[src/u8st_pkg.sv]
// ----------------------------------------------------------------------------
// u8st_pkg
// shared command and status types between the utf-8 sanitizer controller
// and its datapath
// ----------------------------------------------------------------------------
package u8st_pkg;

   // commands from the controller to the datapath
   typedef struct packed {
      logic load;        // take the request into the staging buffer
      logic shift;       // drop the head byte with no output
      logic push_byte;   // emit the head byte and drop it
      logic push_qmark;  // emit a replacement mark and drop the head byte
      logic push_end;    // emit the end result and clear the string state
      logic set_cap;     // cap reached: discard held bytes for the rest of the string
   } dp_cmd_type;

   // head-of-buffer decode and handshake status back to the controller
   typedef struct packed {
      logic       cnt_zero;  // staging buffer empty
      logic       wait_more; // head sequence incomplete, more bytes to come
      logic       bad;       // head sequence rejected
      logic       ctrl;      // head is a one-byte control to drop
      logic [2:0] len;       // length announced by the head lead byte
      logic       over_cap;  // next output would pass the byte cap
      logic       out_free;  // output register can take a result this cycle
      logic       last;      // current request closes the string
   } dp_status_type;

endpackage

[src/u8st_dp.sv]
// ----------------------------------------------------------------------------
// u8st_dp
// datapath: staging buffer, head sequence decode, cap counter, cap register
// and the registered result slot
// ----------------------------------------------------------------------------
module u8st_dp (
   input  logic                    clock,
   input  logic                    reset,
   input  u8st_pkg::dp_cmd_type    cmd,
   output u8st_pkg::dp_status_type status,
   input  logic                    req_has_byte,
   input  logic [7:0]              req_data_byte,
   input  logic                    req_last,
   input  logic                    csr_valid,
   input  logic [15:0]             csr_max_out_bytes,
   output logic                    rsp_valid,
   input  logic                    rsp_ready,
   output logic [7:0]              rsp_out_byte,
   output logic                    rsp_is_end
);

   localparam logic [7:0]  QMARK      = 8'h3F;
   localparam logic [7:0]  DEL_CHAR   = 8'h7F;
   localparam logic [7:0]  SPACE_CHAR = 8'h20;
   localparam logic [15:0] CAP_RESET  = 16'd255;
   localparam logic [20:0] MIN_TWO    = 21'h00080;
   localparam logic [20:0] MIN_THREE  = 21'h00800;
   localparam logic [20:0] MIN_FOUR   = 21'h10000;
   localparam logic [20:0] SURR_LO    = 21'h0D800;
   localparam logic [20:0] SURR_HI    = 21'h0DFFF;
   localparam logic [20:0] CP_MAX     = 21'h10FFFF;

   logic [3:0][7:0] buf_ff, buf_in;
   logic [2:0]      cnt_ff, cnt_in;
   logic            last_ff, last_in;
   logic [15:0]     emitted_ff, emitted_in;
   logic            capped_ff, capped_in;
   logic [15:0]     max_ff, max_in;
   logic            rsp_valid_ff, rsp_valid_in;
   logic [7:0]      rsp_byte_ff, rsp_byte_in;
   logic            rsp_end_ff, rsp_end_in;

   logic [7:0]  c0;
   logic [2:0]  len;
   logic [2:0]  take;
   logic        bad_cont;
   logic        short;
   logic        lead_ok;
   logic        seq_ok;
   logic [20:0] cp;
   logic        range_bad;
   logic [16:0] need;
   logic        out_free;

   // ---- head decode ----
   always_comb begin
      c0 = buf_ff[0];
      priority if (c0[7] == 1'b0)        len = 3'd1;
      else if (c0[7:5] == 3'b110)        len = 3'd2;
      else if (c0[7:4] == 4'b1110)       len = 3'd3;
      else if (c0[7:3] == 5'b11110)      len = 3'd4;
      else                               len = 3'd0;
      take = (len < cnt_ff) ? len : cnt_ff;
      bad_cont = 1'b0;
      for (int k = 1; k < 4; k++) begin
         if ((3'(k) < take) && (buf_ff[k][7:6] != 2'b10)) bad_cont = 1'b1;
      end
      short   = cnt_ff < len;
      lead_ok = (len != 3'd0) && !bad_cont;
      unique case (len)
         3'd2:    cp = {10'd0, c0[4:0], buf_ff[1][5:0]};
         3'd3:    cp = {5'd0, c0[3:0], buf_ff[1][5:0], buf_ff[2][5:0]};
         3'd4:    cp = {c0[2:0], buf_ff[1][5:0], buf_ff[2][5:0], buf_ff[3][5:0]};
         default: cp = {13'd0, c0};
      endcase
      unique case (len)
         3'd2:    range_bad = cp < MIN_TWO;
         3'd3:    range_bad = (cp < MIN_THREE) || ((cp >= SURR_LO) && (cp <= SURR_HI));
         3'd4:    range_bad = (cp < MIN_FOUR) || (cp > CP_MAX);
         default: range_bad = 1'b0;
      endcase
      // incomplete at string end is rejected, incomplete otherwise waits
      seq_ok = lead_ok && !(short && last_ff) && !(!short && range_bad);
      need = seq_ok ? ({1'b0, emitted_ff} + {14'd0, len}) : ({1'b0, emitted_ff} + 17'd1);
      out_free = !rsp_valid_ff || rsp_ready;
   end

   always_comb begin
      status.cnt_zero  = cnt_ff == 3'd0;
      status.wait_more = lead_ok && short && !last_ff;
      status.bad       = !seq_ok;
      status.ctrl      = seq_ok && (len == 3'd1) && ((c0 < SPACE_CHAR) || (c0 == DEL_CHAR));
      status.len       = len;
      status.over_cap  = need > {1'b0, max_ff};
      status.out_free  = out_free;
      status.last      = last_ff;
   end

   // ---- next state ----
   always_comb begin
      buf_in       = buf_ff;
      cnt_in       = cnt_ff;
      last_in      = last_ff;
      emitted_in   = emitted_ff;
      capped_in    = capped_ff;
      max_in       = csr_valid ? csr_max_out_bytes : max_ff;
      rsp_valid_in = rsp_valid_ff && !rsp_ready;
      rsp_byte_in  = rsp_byte_ff;
      rsp_end_in   = rsp_end_ff;
      if (cmd.load) begin
         last_in = req_last;
         if (capped_ff) begin
            cnt_in = 3'd0;
         end else if (req_has_byte) begin
            buf_in[cnt_ff[1:0]] = req_data_byte;
            cnt_in = cnt_ff + 3'd1;
         end
      end
      if (cmd.shift || cmd.push_byte || cmd.push_qmark) begin
         buf_in = {8'h00, buf_ff[3:1]};
         cnt_in = cnt_ff - 3'd1;
      end
      if (cmd.push_byte || cmd.push_qmark) begin
         emitted_in   = emitted_ff + 16'd1;
         rsp_valid_in = 1'b1;
         rsp_byte_in  = cmd.push_qmark ? QMARK : buf_ff[0];
         rsp_end_in   = 1'b0;
      end
      if (cmd.set_cap) begin
         capped_in = 1'b1;
         cnt_in    = 3'd0;
      end
      if (cmd.push_end) begin
         rsp_valid_in = 1'b1;
         rsp_byte_in  = 8'h00;
         rsp_end_in   = 1'b1;
         emitted_in   = 16'd0;
         capped_in    = 1'b0;
         cnt_in       = 3'd0;
      end
   end

   always_ff @(posedge clock) begin
      if (reset) begin
         cnt_ff       <= 3'd0;
         last_ff      <= 1'b0;
         emitted_ff   <= 16'd0;
         capped_ff    <= 1'b0;
         max_ff       <= CAP_RESET;
         rsp_valid_ff <= 1'b0;
      end else begin
         cnt_ff       <= cnt_in;
         last_ff      <= last_in;
         emitted_ff   <= emitted_in;
         capped_ff    <= capped_in;
         max_ff       <= max_in;
         rsp_valid_ff <= rsp_valid_in;
      end
   end

   always_ff @(posedge clock) begin
      buf_ff      <= buf_in;
      rsp_byte_ff <= rsp_byte_in;
      rsp_end_ff  <= rsp_end_in;
   end

   assign rsp_valid    = rsp_valid_ff;
   assign rsp_out_byte = rsp_byte_ff;
   assign rsp_is_end   = rsp_end_ff;

   a_cnt_range: assert property (@(posedge clock) disable iff (reset)
      cnt_ff <= 3'd4) else $error("staging count out of range");
   a_capped_empty: assert property (@(posedge clock) disable iff (reset)
      capped_ff |-> cnt_ff == 3'd0) else $error("bytes held after cap");
   a_push_free: assert property (@(posedge clock) disable iff (reset)
      (cmd.push_byte || cmd.push_qmark || cmd.push_end) |->
         (out_free && $onehot({cmd.push_byte, cmd.push_qmark, cmd.push_end})))
      else $error("result pushed into a busy slot");

endmodule

[src/u8st_ctrl.sv]
// ----------------------------------------------------------------------------
// u8st_ctrl
// controller: walks the staging buffer one sequence at a time and sequences
// result bytes into the output slot
// ----------------------------------------------------------------------------
module u8st_ctrl (
   input  logic                    clock,
   input  logic                    reset,
   input  logic                    req_valid,
   output logic                    req_ready,
   input  u8st_pkg::dp_status_type status,
   output u8st_pkg::dp_cmd_type    cmd
);

   localparam logic [1:0] S_IDLE = 2'd0;
   localparam logic [1:0] S_EVAL = 2'd1;
   localparam logic [1:0] S_EMIT = 2'd2;
   localparam logic [1:0] S_END  = 2'd3;

   logic [1:0] state_ff, state_in;
   logic [1:0] rem_ff, rem_in;

   always_comb begin
      state_in = state_ff;
      rem_in   = rem_ff;
      cmd      = '0;
      unique case (state_ff)
         S_IDLE: begin
            if (req_valid) begin
               cmd.load = 1'b1;
               state_in = S_EVAL;
            end
         end
         S_EVAL: begin
            priority if (status.cnt_zero || status.wait_more) begin
               state_in = status.last ? S_END : S_IDLE;
            end else if (status.ctrl) begin
               cmd.shift = 1'b1;
            end else if (status.over_cap) begin
               cmd.set_cap = 1'b1;
               state_in    = status.last ? S_END : S_IDLE;
            end else if (status.out_free) begin
               if (status.bad) begin
                  cmd.push_qmark = 1'b1;
               end else begin
                  cmd.push_byte = 1'b1;
                  if (status.len > 3'd1) begin
                     rem_in   = 2'(status.len - 3'd1);
                     state_in = S_EMIT;
                  end
               end
            end
         end
         S_EMIT: begin
            if (status.out_free) begin
               cmd.push_byte = 1'b1;
               rem_in        = rem_ff - 2'd1;
               if (rem_ff == 2'd1) state_in = S_EVAL;
            end
         end
         S_END: begin
            if (status.out_free) begin
               cmd.push_end = 1'b1;
               state_in     = S_IDLE;
            end
         end
         default: state_in = S_IDLE;
      endcase
   end

   always_ff @(posedge clock) begin
      if (reset) begin
         state_ff <= S_IDLE;
         rem_ff   <= 2'd0;
      end else begin
         state_ff <= state_in;
         rem_ff   <= rem_in;
      end
   end

   assign req_ready = state_ff == S_IDLE;

   a_emit_rem: assert property (@(posedge clock) disable iff (reset)
      state_ff == S_EMIT |-> rem_ff != 2'd0) else $error("emit with nothing left");
   a_load_idle: assert property (@(posedge clock) disable iff (reset)
      cmd.load |-> state_ff == S_IDLE) else $error("load outside idle");
   a_end_back: assert property (@(posedge clock) disable iff (reset)
      cmd.push_end |=> state_ff == S_IDLE) else $error("end result not followed by idle");

endmodule

[src/utf8_sanitize_truncate.sv]
// ----------------------------------------------------------------------------
// utf8_sanitize_truncate
// streaming utf-8 sanitizer with a per-string output byte cap
// ----------------------------------------------------------------------------
//  channel | ports                                          | direction
//  --------+------------------------------------------------+----------
//  req     | req_valid req_ready req_has_byte req_data_byte | in
//          | req_last                                       |
//  rsp     | rsp_valid rsp_ready rsp_out_byte rsp_is_end    | out
//  csr     | csr_valid csr_ready csr_max_out_bytes          | in
//
//  a request is accepted and then the head of the buffer is decoded; each
//  result byte, each dropped control byte and the end result take a step
//  of their own; the single result register and the one-byte-per-cycle
//  shift of the staging buffer set this pace
//  reset (synchronous) empties the buffer, clears the counters and sets the
//  cap to 255
//  a stalled rsp side holds the controller whenever it has a result to push;
//  the last result can sit in the output register while the next request is accepted
// ----------------------------------------------------------------------------
module utf8_sanitize_truncate (
   input  logic        clock,
   input  logic        reset,
   // request channel
   input  logic        req_valid,
   output logic        req_ready,
   input  logic        req_has_byte,
   input  logic [7:0]  req_data_byte,
   input  logic        req_last,
   // result channel
   output logic        rsp_valid,
   input  logic        rsp_ready,
   output logic [7:0]  rsp_out_byte,
   output logic        rsp_is_end,
   // cap register write
   input  logic        csr_valid,
   output logic        csr_ready,
   input  logic [15:0] csr_max_out_bytes
);

   u8st_pkg::dp_cmd_type    cmd;
   u8st_pkg::dp_status_type status;

   // cap register writes are always taken
   assign csr_ready = 1'b1;

   // controller: one sequence decision per cycle unless a push waits for the result slot, then byte-by-byte emission
   u8st_ctrl u_ctrl (
      .clock     (clock),
      .reset     (reset),
      .req_valid (req_valid),
      .req_ready (req_ready),
      .status    (status),
      .cmd       (cmd)
   );

   // datapath: staging buffer of up to four bytes, decode, counters, result slot
   u8st_dp u_dp (
      .clock             (clock),
      .reset             (reset),
      .cmd               (cmd),
      .status            (status),
      .req_has_byte      (req_has_byte),
      .req_data_byte     (req_data_byte),
      .req_last          (req_last),
      .csr_valid         (csr_valid),
      .csr_max_out_bytes (csr_max_out_bytes),
      .rsp_valid         (rsp_valid),
      .rsp_ready         (rsp_ready),
      .rsp_out_byte      (rsp_out_byte),
      .rsp_is_end        (rsp_is_end)
   );

   // no request is taken while a previous one is still being walked
   a_ready_quiet: assert property (@(posedge clock) disable iff (reset)
      req_ready |-> !(cmd.push_byte || cmd.push_qmark || cmd.shift || cmd.set_cap))
      else $error("request taken while buffer busy");
   a_end_zero: assert property (@(posedge clock) disable iff (reset)
      (rsp_valid && rsp_is_end) |-> rsp_out_byte == 8'h00)
      else $error("end result carries data");
   a_csr_ready: assert property (@(posedge clock) disable iff (reset)
      csr_ready) else $error("cap write refused");

endmodule
[config.mk]
export PLATFORM = sky130hd
export DESIGN_NAME = utf8_sanitize_truncate
export DESIGN_NICKNAME = d
export VERILOG_FILES = /design/src/u8st_pkg.sv /design/src/u8st_dp.sv /design/src/u8st_ctrl.sv /design/src/utf8_sanitize_truncate.sv
export SDC_FILE = /design/constraint.sdc
export NUM_CORES = 1
export LEC_CHECK = 0
export ABC_AREA = 1
export BUFFER_PORTS_ARGS = -buffer_cell sky130_fd_sc_hd__buf_2
export CORE_UTILIZATION = 45
export DETAILED_ROUTE_END_ITERATION = 12
export PLACE_DENSITY_LB_ADDON = 0.1
export SETUP_SLACK_MARGIN = 0.15
export SKIP_LAST_GASP = 1
export SLEW_MARGIN = 5
export SYNTH_ARGS = -nofsm -noshare
export SYNTH_HDL_FRONTEND = slang
export SYNTH_SLANG_ARGS = --single-unit
[constraint.sdc]
create_clock -name clock -period 16.6 [get_ports clock]
set_clock_uncertainty 0.15 [all_clocks]
set_input_delay 0.83 -clock clock [delete_from_list [all_inputs] [get_ports clock]]
set_output_delay 0.83 -clock clock [all_outputs]
set_load 0.02 [all_outputs]
==> impl_results.html, run 1 <==
<table>
<tr><th>Metric</th><th>Value</th></tr>
<tr><th colspan="2">Status</th></tr>
<tr><td>Result of the run</td><td>finished with violations</td></tr>
<tr><td>Violations in the final reports</td><td>design-rule violations</td></tr>
<tr><th colspan="2">Global route</th></tr>
<tr><td>Aggregate global routing overflow</td><td>0</td></tr>
<tr><td>Vias in the first global route</td><td>4733</td></tr>
<tr><td>Number of antenna violations at the first check in global routing</td><td>0</td></tr>
<tr><td>Total GRT Usage</td><td>22.2%</td></tr>
<tr><td>Pin count of the biggest net entering global routing</td><td>37</td></tr>
<tr><td>Wire length of the first global-routing pass</td><td>22.1 mm</td></tr>
<tr><th colspan="2">Die</th></tr>
<tr><td>Full die area</td><td>12600 um2</td></tr>
<tr><td>Initial cell density of the core</td><td>47.0%</td></tr>
<tr><td>Top Ports</td><td>43</td></tr>
<tr><td>Number of placement rows</td><td>39</td></tr>
<tr><td>Placeable core region</td><td>11600 um2</td></tr>
<tr><td>Vertical extent of the die</td><td>112 um</td></tr>
<tr><td>Width of the die</td><td>112 um</td></tr>
<tr><th colspan="2">Yosys</th></tr>
<tr><td>Cell count after synthesis</td><td>742</td></tr>
<tr><td>Number of nets produced by synthesis</td><td>812</td></tr>
<tr><td>Unique cell type count in the Yosys netlist</td><td>43</td></tr>
<tr><td>Sequential cell area fraction in the yosys report</td><td>34.9%</td></tr>
<tr><td>Syn avg cell area</td><td>7.35 um2</td></tr>
<tr><td>Netlist Area Pre-Place</td><td>5450 um2</td></tr>
<tr><td>Number of flip-flops and latches in the synthesized netlist</td><td>83</td></tr>
<tr><td>Yosys synthesis warning count</td><td>0</td></tr>
<tr><th colspan="2">Route</th></tr>
<tr><td>Wire length per cell</td><td>14.1 um</td></tr>
<tr><td>Initial DRC Count</td><td>258</td></tr>
<tr><td>Total Wirelength</td><td>13.0 mm</td></tr>
<tr><td>Antenna-violating nets left</td><td>0</td></tr>
<tr><td>Iteration count of the initial detailed-routing pass</td><td>8</td></tr>
<tr><td>Average via count per standard cell</td><td>5.17</td></tr>
<tr><td>Total number of vias</td><td>4770</td></tr>
<tr><td>DRC violation count after routing</td><td>3</td></tr>
<tr><th colspan="2">Clocking</th></tr>
<tr><td>CTS tree</td><td>done</td></tr>
<tr><td>Number of levels in the clock H-tree</td><td>3</td></tr>
<tr><td>Reg clk slew, reported paths</td><td>0.06 ns</td></tr>
<tr><td>Buffer cell driving the clock tree root</td><td>sky130_fd_sc_hd__clkbuf_16</td></tr>
<tr><td>Clock latency on the worst-skew pair</td><td>0.35 ns</td></tr>
<tr><td>Number of setup buffers added after CTS</td><td>0</td></tr>
<tr><td>Number of clock sinks</td><td>83</td></tr>
<tr><td>Post-cts sizing count</td><td>0</td></tr>
<tr><td>Number of hold buffers added after cts</td><td>0</td></tr>
<tr><td>CTS buffer count</td><td>9</td></tr>
<tr><td>Max clock buf depth</td><td>2</td></tr>
<tr><th colspan="2">Setup path</th></tr>
<tr><td>Worst-path maximum fanout</td><td>36</td></tr>
<tr><td>Worst path required time</td><td>16.42 ns</td></tr>
<tr><td>Worst path max stage delay</td><td>0.63 ns</td></tr>
<tr><td>Data arrival at the endpoint of the critical path</td><td>7.23 ns</td></tr>
<tr><td>Worst Setup Path Type</td><td>flip-flop to flip-flop</td></tr>
<tr><td>CP Capture Type</td><td>flip-flop</td></tr>
<tr><td>Critical-path cell with the highest stage delay</td><td>sky130_fd_sc_hd__a31oi_1</td></tr>
<tr><td>Startpoint Class</td><td>flip-flop</td></tr>
<tr><td>Worst-case register-to-register setup slack</td><td>9.19 ns</td></tr>
<tr><th colspan="2">Final layout</th></tr>
<tr><td>NumNets Final</td><td>844</td></tr>
<tr><td>Number of fillers in the final layout</td><td>1190</td></tr>
<tr><td>Synthesis-to-finish area growth</td><td>9.80%</td></tr>
<tr><td>Share of post-route cells with drive strength above 1</td><td>12.5%</td></tr>
<tr><td>Number of diodes</td><td>0</td></tr>
<tr><th colspan="2">Pwr</th></tr>
<tr><td>Static leakage power</td><td>0.00269 uW</td></tr>
<tr><td>Worst IR Drop VDD</td><td>0.000114 V</td></tr>
<tr><td>Power per standard cell area</td><td>158 nW/um2</td></tr>
<tr><th colspan="2">Timing</th></tr>
<tr><td>Final hold viol count</td><td>0</td></tr>
<tr><td>Setup TNS</td><td>0 ns</td></tr>
<tr><td>Worst hold-check slack</td><td>0.301 ns</td></tr>
<tr><td>Pins Over Slew Limit</td><td>0</td></tr>
<tr><td>Transition at the pin with the smallest max-transition slack</td><td>0.993 ns</td></tr>
<tr><td>Achievable frequency</td><td>135 MHz</td></tr>
<tr><td>Final cycle utilization of the critical path</td><td>44.6%</td></tr>
<tr><td>Unrepaired setup endpoints after global routing</td><td>false</td></tr>
<tr><td>Worst max-slew margin expressed relative to the limit</td><td>33.1%</td></tr>
<tr><td>Post-layout worst setup margin</td><td>9.19 ns</td></tr>
<tr><td>Final critical-path required period</td><td>7.41 ns</td></tr>
<tr><td>Final setup vio count</td><td>0</td></tr>
<tr><th colspan="2">Min path</th></tr>
<tr><td>Worst hold path class</td><td>flip-flop to flip-flop</td></tr>
<tr><th colspan="2">Job</th></tr>
<tr><td>Max-cap violations</td><td>0</td></tr>
<tr><th colspan="2">Place</th></tr>
<tr><td>Number of buffer cells added on primary ports</td><td>41</td></tr>
<tr><td>Setup slack at placement</td><td>9.19 ns</td></tr>
<tr><td>Global placer's final weighted congestion</td><td>0.952</td></tr>
<tr><td>Estimated wirelength of the detail-placed design</td><td>10.3 mm</td></tr>
</table>
[where the power goes]
group / switching, uW / total [uW] / internal, uW
clock network: 85.1 / 187 / 101
logic: 301 / 443 / 142
registers: 39.7 / 319 / 279
total: 425 / 948 / 523
[kinds of logic (layout without fill, tap and decap cells)]
family / count (synthesis) / in the layout / synth area share (%)
AND/OR/NAND/NOR: 324 / 324 / 27.3
buffers and inverters: 131 / 168 / 9.93
XOR/XNOR: 25 / 25 / 4.01
flip-flops: 83 / 83 / 34.9
other: 1 / 1 / 0.0688
adder cells (fa/ha/maj): 39 / 39 / 9.08
AO/OA/AOI/OAI: 139 / 139 / 14.7
[worst max-delay path, delay by kind of cell (launching register included)]
kind	cells	cell delay (ns)
buffers and inverters	5	0.78
AO/OA/AOI/OAI	4	1.47
flip-flops	1	0.49
AND/OR/NAND/NOR	24	2.78
adder cells (fa/ha/maj)	3	1.23
XOR/XNOR	1	0.10
[path summary, 6_finish.rpt]
check                                             startpoint                      endpoint  cells after the start
worst max-delay path                    u_dp.c0[6]$_DFFE_PP_          u_dp.c0[7]$_DFFE_PP_                     37
worst min-delay path            u_dp.rsp_is_end$_SDFFE_PP1P_  u_dp.rsp_is_end$_SDFFE_PP1P_                      2
worst max register to register          u_dp.c0[6]$_DFFE_PP_          u_dp.c0[7]$_DFFE_PP_                     37
worst min register to register  u_dp.rsp_is_end$_SDFFE_PP1P_  u_dp.rsp_is_end$_SDFFE_PP1P_                      2
[cells in the mapped netlist (all sizes together)]
cell	count	area share (%)
nand2	166	12
inv	111	7.7
o21ai	65	6.3
nor2	64	4.9
nand3	61	6.6
dfxtp	59	22
a21oi	55	5.0
ha	38	8.7
edfxtp	24	13
xor2	15	2.4
buf	13	1.7
nand4	13	1.6
nor3	12	1.1
xnor2	10	1.6
a211oi	8	1.8
clkbuf	7	0.48
nor4	4	0.46
o211ai	4	0.55
nor3b	2	0.28
o31ai	2	0.28
a31oi	1	0.11
and2	1	0.11
conb	1	0.069
fa	1	0.37
o211a	1	0.18
o21a	1	0.14
o22ai	1	0.11
o31a	1	0.16
or2	1	0.11
[flip-flops by register name (all words and copies together) (netlist names)]
signal             count
u_dp.buf_ff           24
u_dp.emitted_ff       16
u_dp.max_ff           16
u_dp.c0                8
u_dp.rsp_out_byte      8
u_dp.cnt_ff            3
u_ctrl.rem_ff          2
u_ctrl.state_ff        2
u_dp.capped_ff         1
u_dp.last_ff           1
u_dp.rsp_is_end        1
u_dp.rsp_valid         1
[metrics by stage]
stage / util, % / cells / power, uW / area [um2]
final: 51.6 / 922 / 948 / 5990
after global routing: 51.6 / 922 / 1030 / 5990
after CTS: 51.6 / 922 / 956 / 5990
after detailed placement: 49.2 / 906 / 768 / 5720
after global placement: 49.2 / 906 / 758 / 5720
after floorplan: - / 742 / 663 / 5450
[placed cells by master, fill, tap and decap left out, types with 3 or more instances in the layout]
| cell type | synthesis | final |
|---|---|---|
| sky130_fd_sc_hd__dfxtp_1 | 59 | 59 |
| sky130_fd_sc_hd__nor3_1 | 12 | 12 |
| sky130_fd_sc_hd__clkbuf_16 | 0 | 9 |
| sky130_fd_sc_hd__o211ai_1 | 4 | 4 |
| sky130_fd_sc_hd__nand2_4 | 3 | 3 |
| sky130_fd_sc_hd__a21oi_1 | 55 | 55 |
| sky130_fd_sc_hd__o21ai_2 | 5 | 5 |
| sky130_fd_sc_hd__buf_2 | 3 | 41 |
| sky130_fd_sc_hd__xnor2_1 | 10 | 10 |
| sky130_fd_sc_hd__edfxtp_1 | 24 | 24 |
| sky130_fd_sc_hd__nand2_2 | 7 | 7 |
| sky130_fd_sc_hd__nor4_1 | 4 | 4 |
| sky130_fd_sc_hd__nor2_2 | 4 | 4 |
| sky130_fd_sc_hd__nand3_1 | 53 | 53 |
| sky130_fd_sc_hd__a211oi_2 | 8 | 8 |
| sky130_fd_sc_hd__nand3_2 | 6 | 6 |
| sky130_fd_sc_hd__ha_1 | 38 | 38 |
| sky130_fd_sc_hd__nand2_1 | 156 | 156 |
| sky130_fd_sc_hd__o21ai_0 | 41 | 41 |
| sky130_fd_sc_hd__nand4_1 | 12 | 12 |
| sky130_fd_sc_hd__xor2_1 | 15 | 15 |
| sky130_fd_sc_hd__nor2_1 | 58 | 58 |
| sky130_fd_sc_hd__o21ai_1 | 19 | 19 |
| sky130_fd_sc_hd__inv_1 | 107 | 107 |
[per-layer routing]
layer | routed length, um | vias to the layer above | global-route usage, %
li1 | - | 2497 | -
met1 | 5700 | 2169 | 25.6
met2 | 6560 | 79 | 40.0
met3 | 415 | 25 | 3.29
met4 | 355 | 0 | 11.2
met5 | 0 | - | 0
[area by class of cell]
| class | count | area, um2 | share of cell area, % |
|---|---|---|---|
| timing repair buffer | 41 | 205 | 3.43 |
| clock inverter | 6 | 41.3 | 0.690 |
| multi-input combinational | 528 | 3010 | 50.3 |
| sequential | 83 | 1900 | 31.8 |
| inverter | 111 | 422 | 7.04 |
| tap | 143 | 179 | 2.99 |
| clock buffer | 10 | 229 | 3.82 |
Power figures use the tool's default switching activity.
==> inputs of run 2 (changes only) <==
==> constraint.sdc (replaced) <==
create_clock -name clock -period 7.7 [get_ports clock]
set_clock_uncertainty 0.15 [all_clocks]
set_input_delay 0.385 -clock clock [delete_from_list [all_inputs] [get_ports clock]]
set_output_delay 0.385 -clock clock [all_outputs]
set_load 0.02 [all_outputs]
==> impl_results.html, run 2 (synthesis gave the netlist of run 1 again) <==
<table>
<tr><th>Metric</th><th>Value</th></tr>
<tr><th colspan="2">Clocking</th></tr>
<tr><td>Number of levels in the clock H-tree</td><td>3 (unchanged)</td></tr>
<tr><td>Buffer cell driving the clock tree root</td><td>sky130_fd_sc_hd__clkbuf_16</td></tr>
<tr><td>Number of clock sinks</td><td>83 (unchanged)</td></tr>
<tr><td>Number of hold buffers added after cts</td><td>0 (unchanged)</td></tr>
<tr><td>Post-cts sizing count</td><td>0 (unchanged)</td></tr>
<tr><td>Number of setup buffers added after CTS</td><td>0 (unchanged)</td></tr>
<tr><td>Clock latency on the worst-skew pair</td><td>0.35 ns (about the same)</td></tr>
<tr><td>Reg clk slew, reported paths</td><td>0.06 ns (about the same)</td></tr>
<tr><td>Max clock buf depth</td><td>2 (unchanged)</td></tr>
<tr><td>CTS buffer count</td><td>9 (unchanged)</td></tr>
<tr><td>CTS tree</td><td>done</td></tr>
<tr><th colspan="2">Die</th></tr>
<tr><td>Width of the die</td><td>112 um (unchanged)</td></tr>
<tr><td>Placeable core region</td><td>11600 um2 (unchanged)</td></tr>
<tr><td>Full die area</td><td>12600 um2 (unchanged)</td></tr>
<tr><td>Initial cell density of the core</td><td>47.0% (unchanged)</td></tr>
<tr><td>Number of placement rows</td><td>39 (unchanged)</td></tr>
<tr><td>Top Ports</td><td>43 (unchanged)</td></tr>
<tr><td>Vertical extent of the die</td><td>112 um (unchanged)</td></tr>
<tr><th colspan="2">Setup path</th></tr>
<tr><td>Most Frequent Cell on Critical Path</td><td>sky130_fd_sc_hd__nand2_1</td></tr>
<tr><td>RR Endpoint</td><td>u_dp.buf_ff[17]$_DFFE_PP_</td></tr>
<tr><td>Worst path required time</td><td>7.57 ns (-8.85 ns)</td></tr>
<tr><td>Data arrival at the endpoint of the critical path</td><td>6.58 ns (-0.65 ns)</td></tr>
<tr><td>CP Capture Type</td><td>flip-flop</td></tr>
<tr><td>Worst path max stage delay</td><td>0.46 ns (-0.17 ns)</td></tr>
<tr><td>Start of the worst register-to-register path</td><td>u_dp.c0[7]$_DFFE_PP_</td></tr>
<tr><td>Critical-path cell with the highest stage delay</td><td>sky130_fd_sc_hd__edfxtp_1</td></tr>
<tr><td>Startpoint Class</td><td>flip-flop</td></tr>
<tr><td>Worst-path maximum fanout</td><td>27 (-25%)</td></tr>
<tr><td>Worst Setup Path Type</td><td>flip-flop to flip-flop</td></tr>
<tr><td>Worst reg2reg path depth</td><td>38 (+2.7%)</td></tr>
<tr><td>Worst-case register-to-register setup slack</td><td>1.0 ns (-8.19 ns)</td></tr>
<tr><th colspan="2">Min path</th></tr>
<tr><td>Hold path startpoint</td><td>csr_max_out_bytes[4]</td></tr>
<tr><td>Hold path cells</td><td>3 (+1)</td></tr>
<tr><td>Endpoint of the worst hold path</td><td>u_dp.max_ff[4]$_SDFFE_PP1P_</td></tr>
<tr><td>Worst hold path class</td><td>input port to flip-flop</td></tr>
<tr><th colspan="2">Timing</th></tr>
<tr><td>Unrepaired setup endpoints after global routing</td><td>false</td></tr>
<tr><td>Pins Over Slew Limit</td><td>0 (unchanged)</td></tr>
<tr><td>Setup TNS</td><td>0 ns (unchanged)</td></tr>
<tr><td>Final setup vio count</td><td>0 (unchanged)</td></tr>
<tr><td>Worst max-slew margin expressed relative to the limit</td><td>54.7% (+22 points)</td></tr>
<tr><td>Transition at the pin with the smallest max-transition slack</td><td>0.674 ns (-0.319 ns)</td></tr>
<tr><td>Achievable frequency</td><td>149 MHz (+11%)</td></tr>
<tr><td>Final cycle utilization of the critical path</td><td>87.1% (+42 points)</td></tr>
<tr><td>Final hold viol count</td><td>0 (unchanged)</td></tr>
<tr><td>Final critical-path required period</td><td>6.70 ns (-0.707 ns)</td></tr>
<tr><th colspan="2">Final layout</th></tr>
<tr><td>NumNets Final</td><td>845 (+0.12%)</td></tr>
<tr><td>Synthesis-to-finish area growth</td><td>10.1%</td></tr>
<tr><td>Number of diodes</td><td>0 (unchanged)</td></tr>
<tr><td>Leading cell type in the layout, fill and taps excluded</td><td>sky130_fd_sc_hd__nand2_1</td></tr>
<tr><td>Top reg by flops</td><td>u_dp.buf_ff</td></tr>
<tr><td>Max reg flops</td><td>24 (unchanged)</td></tr>
<tr><td>Share of post-route cells with drive strength above 1</td><td>12.7% (+0.24 points)</td></tr>
<tr><td>Non-Filler Instances</td><td>923 (+0.11%)</td></tr>
<tr><td>Largest regs</td><td>u_dp.buf_ff x24, u_dp.emitted_ff x16, u_dp.max_ff x16</td></tr>
<tr><td>Commonest non-fill, non-tap cells in the layout</td><td>sky130_fd_sc_hd__nand2_1, sky130_fd_sc_hd__inv_1, sky130_fd_sc_hd__dfxtp_1</td></tr>
<tr><th colspan="2">Pwr</th></tr>
<tr><td>Power per standard cell area</td><td>346 nW/um2 (+120%)</td></tr>
<tr><td>Static leakage power</td><td>0.00270 uW (+0.36%)</td></tr>
<tr><td>Worst IR Drop VDD</td><td>0.000224 V (+97%)</td></tr>
<tr><th colspan="2">Status</th></tr>
<tr><td>Result of the run</td><td>finished with violations</td></tr>
<tr><td>Violations in the final reports</td><td>design-rule violations</td></tr>
<tr><th colspan="2">Route</th></tr>
<tr><td>Antenna-violating nets left</td><td>0 (unchanged)</td></tr>
<tr><td>Total number of vias</td><td>4822 (+1.1%)</td></tr>
<tr><td>Iteration count of the initial detailed-routing pass</td><td>8 (unchanged)</td></tr>
<tr><td>Wire length per cell</td><td>14.7 um (+3.9%)</td></tr>
<tr><td>DRC violation count after routing</td><td>3 (unchanged)</td></tr>
<tr><td>Average via count per standard cell</td><td>5.22 (+0.98%)</td></tr>
<tr><td>Initial DRC Count</td><td>229 (-11%)</td></tr>
<tr><td>Total Wirelength</td><td>13.5 mm (+4.0%)</td></tr>
<tr><th colspan="2">Global route</th></tr>
<tr><td>Aggregate global routing overflow</td><td>0 (unchanged)</td></tr>
<tr><td>Wire length of the first global-routing pass</td><td>22.6 mm (+2.6%)</td></tr>
<tr><td>Total GRT Usage</td><td>22.8% (+0.60 points)</td></tr>
<tr><td>Pin count of the biggest net entering global routing</td><td>36 (-2.7%)</td></tr>
<tr><td>Vias in the first global route</td><td>4852 (+2.5%)</td></tr>
<tr><td>Number of antenna violations at the first check in global routing</td><td>0 (unchanged)</td></tr>
<tr><th colspan="2">Place</th></tr>
<tr><td>Number of buffer cells added on primary ports</td><td>41 (unchanged)</td></tr>
<tr><td>Global placer's final weighted congestion</td><td>0.984 (+3.4%)</td></tr>
<tr><td>Estimated wirelength of the detail-placed design</td><td>10.4 mm (+1.0%)</td></tr>
<tr><td>Cell count after placement</td><td>907 (+0.11%)</td></tr>
<tr><th colspan="2">Job</th></tr>
<tr><td>Max-cap violations</td><td>0 (unchanged)</td></tr>
</table>
[run 2: changes by cell type in the layout (fill, tap and decap cells not counted)]
cell	delta
sky130_fd_sc_hd__clkinv_1	-1
sky130_fd_sc_hd__o21ai_0	-1
sky130_fd_sc_hd__a31oi_2	+1
sky130_fd_sc_hd__o21ai_1	+1
sky130_fd_sc_hd__clkinvlp_4	-1
sky130_fd_sc_hd__clkbuf_1	+1
sky130_fd_sc_hd__clkinv_4	+1
sky130_fd_sc_hd__a31oi_1	-1
sky130_fd_sc_hd__buf_4	+1
[run 2: layout make-up]
type	count	area, um2
Clock buffer	11	233
Timing Repair Buffer	42	213
Multi-Input combinational cell	528	3020
Sequential cell	83	1900
Clock inverter	5	38.8
Inverter	111	422
Tap cell	143	179
Fill cell	1171	5610
[run 2: power by group]
group	leakage [uW]	switching (uW)	total (uW)	internal, uW
clock network	0.000132	191	411	221
registers	0.000712	88.2	690	601
logic	0.00186	665	979	313
[run 2: worst max path at each step]
stage	startpoint	depth (start not counted)	endpoint
6_report	u_dp.c0[7]$_DFFE_PP_	38	u_dp.buf_ff[17]$_DFFE_PP_
5_1_grt	u_dp.c0[7]$_DFFE_PP_	38	u_dp.buf_ff[17]$_DFFE_PP_
4_1_cts	u_dp.c0[6]$_DFFE_PP_	37	u_dp.c0[0]$_DFFE_PP_
3_5_place_dp	u_dp.c0[6]$_DFFE_PP_	37	u_dp.c0[1]$_DFFE_PP_
3_3_place_gp	u_dp.c0[6]$_DFFE_PP_	38	u_dp.c0[0]$_DFFE_PP_
2_1_floorplan	u_dp.c0[6]$_DFFE_PP_	38	u_dp.c0[0]$_DFFE_PP_
[run 2: critical path, delay by kind of cell, from the launching register on]
family	cells	cell delay, ns
buffers and inverters	6	0.76
AND/OR/NAND/NOR	25	2.90
AO/OA/AOI/OAI	3	0.79
flip-flops	1	0.46
XOR/XNOR	1	0.10
adder cells (fa/ha/maj)	3	1.21
[run 2: routing by layer]
metal	share of wire (%)	wire (um)	up-vias	global-route usage, %
met3	2.6	353	28	3.24
met1	44	5900	2219	25.9
li1	-	-	2496	-
met5	0	0	-	0
met4	3.2	432	0	12.4
met2	51	6850	79	41.2
[run 2: stage by stage]
| stage | hold WS, ns | setup WS (ns) | cell area, um2 | util, % | power, uW |
|---|---|---|---|---|---|
| finish | 0.0965 | 0.995 | 6000 | 51.7 | 2080 |
| CTS | 0.0909 | 0.681 | 6000 | 51.6 | 2080 |
| global placement | 0.286 | 1.06 | 5730 | 49.3 | 1640 |
| detailed placement | 0.292 | 0.702 | 5730 | 49.3 | 1670 |
| floorplan | 0.285 | 1.67 | 5450 | - | 1430 |
| global route | 0.113 | 0.249 | 6000 | 51.7 | 2240 |
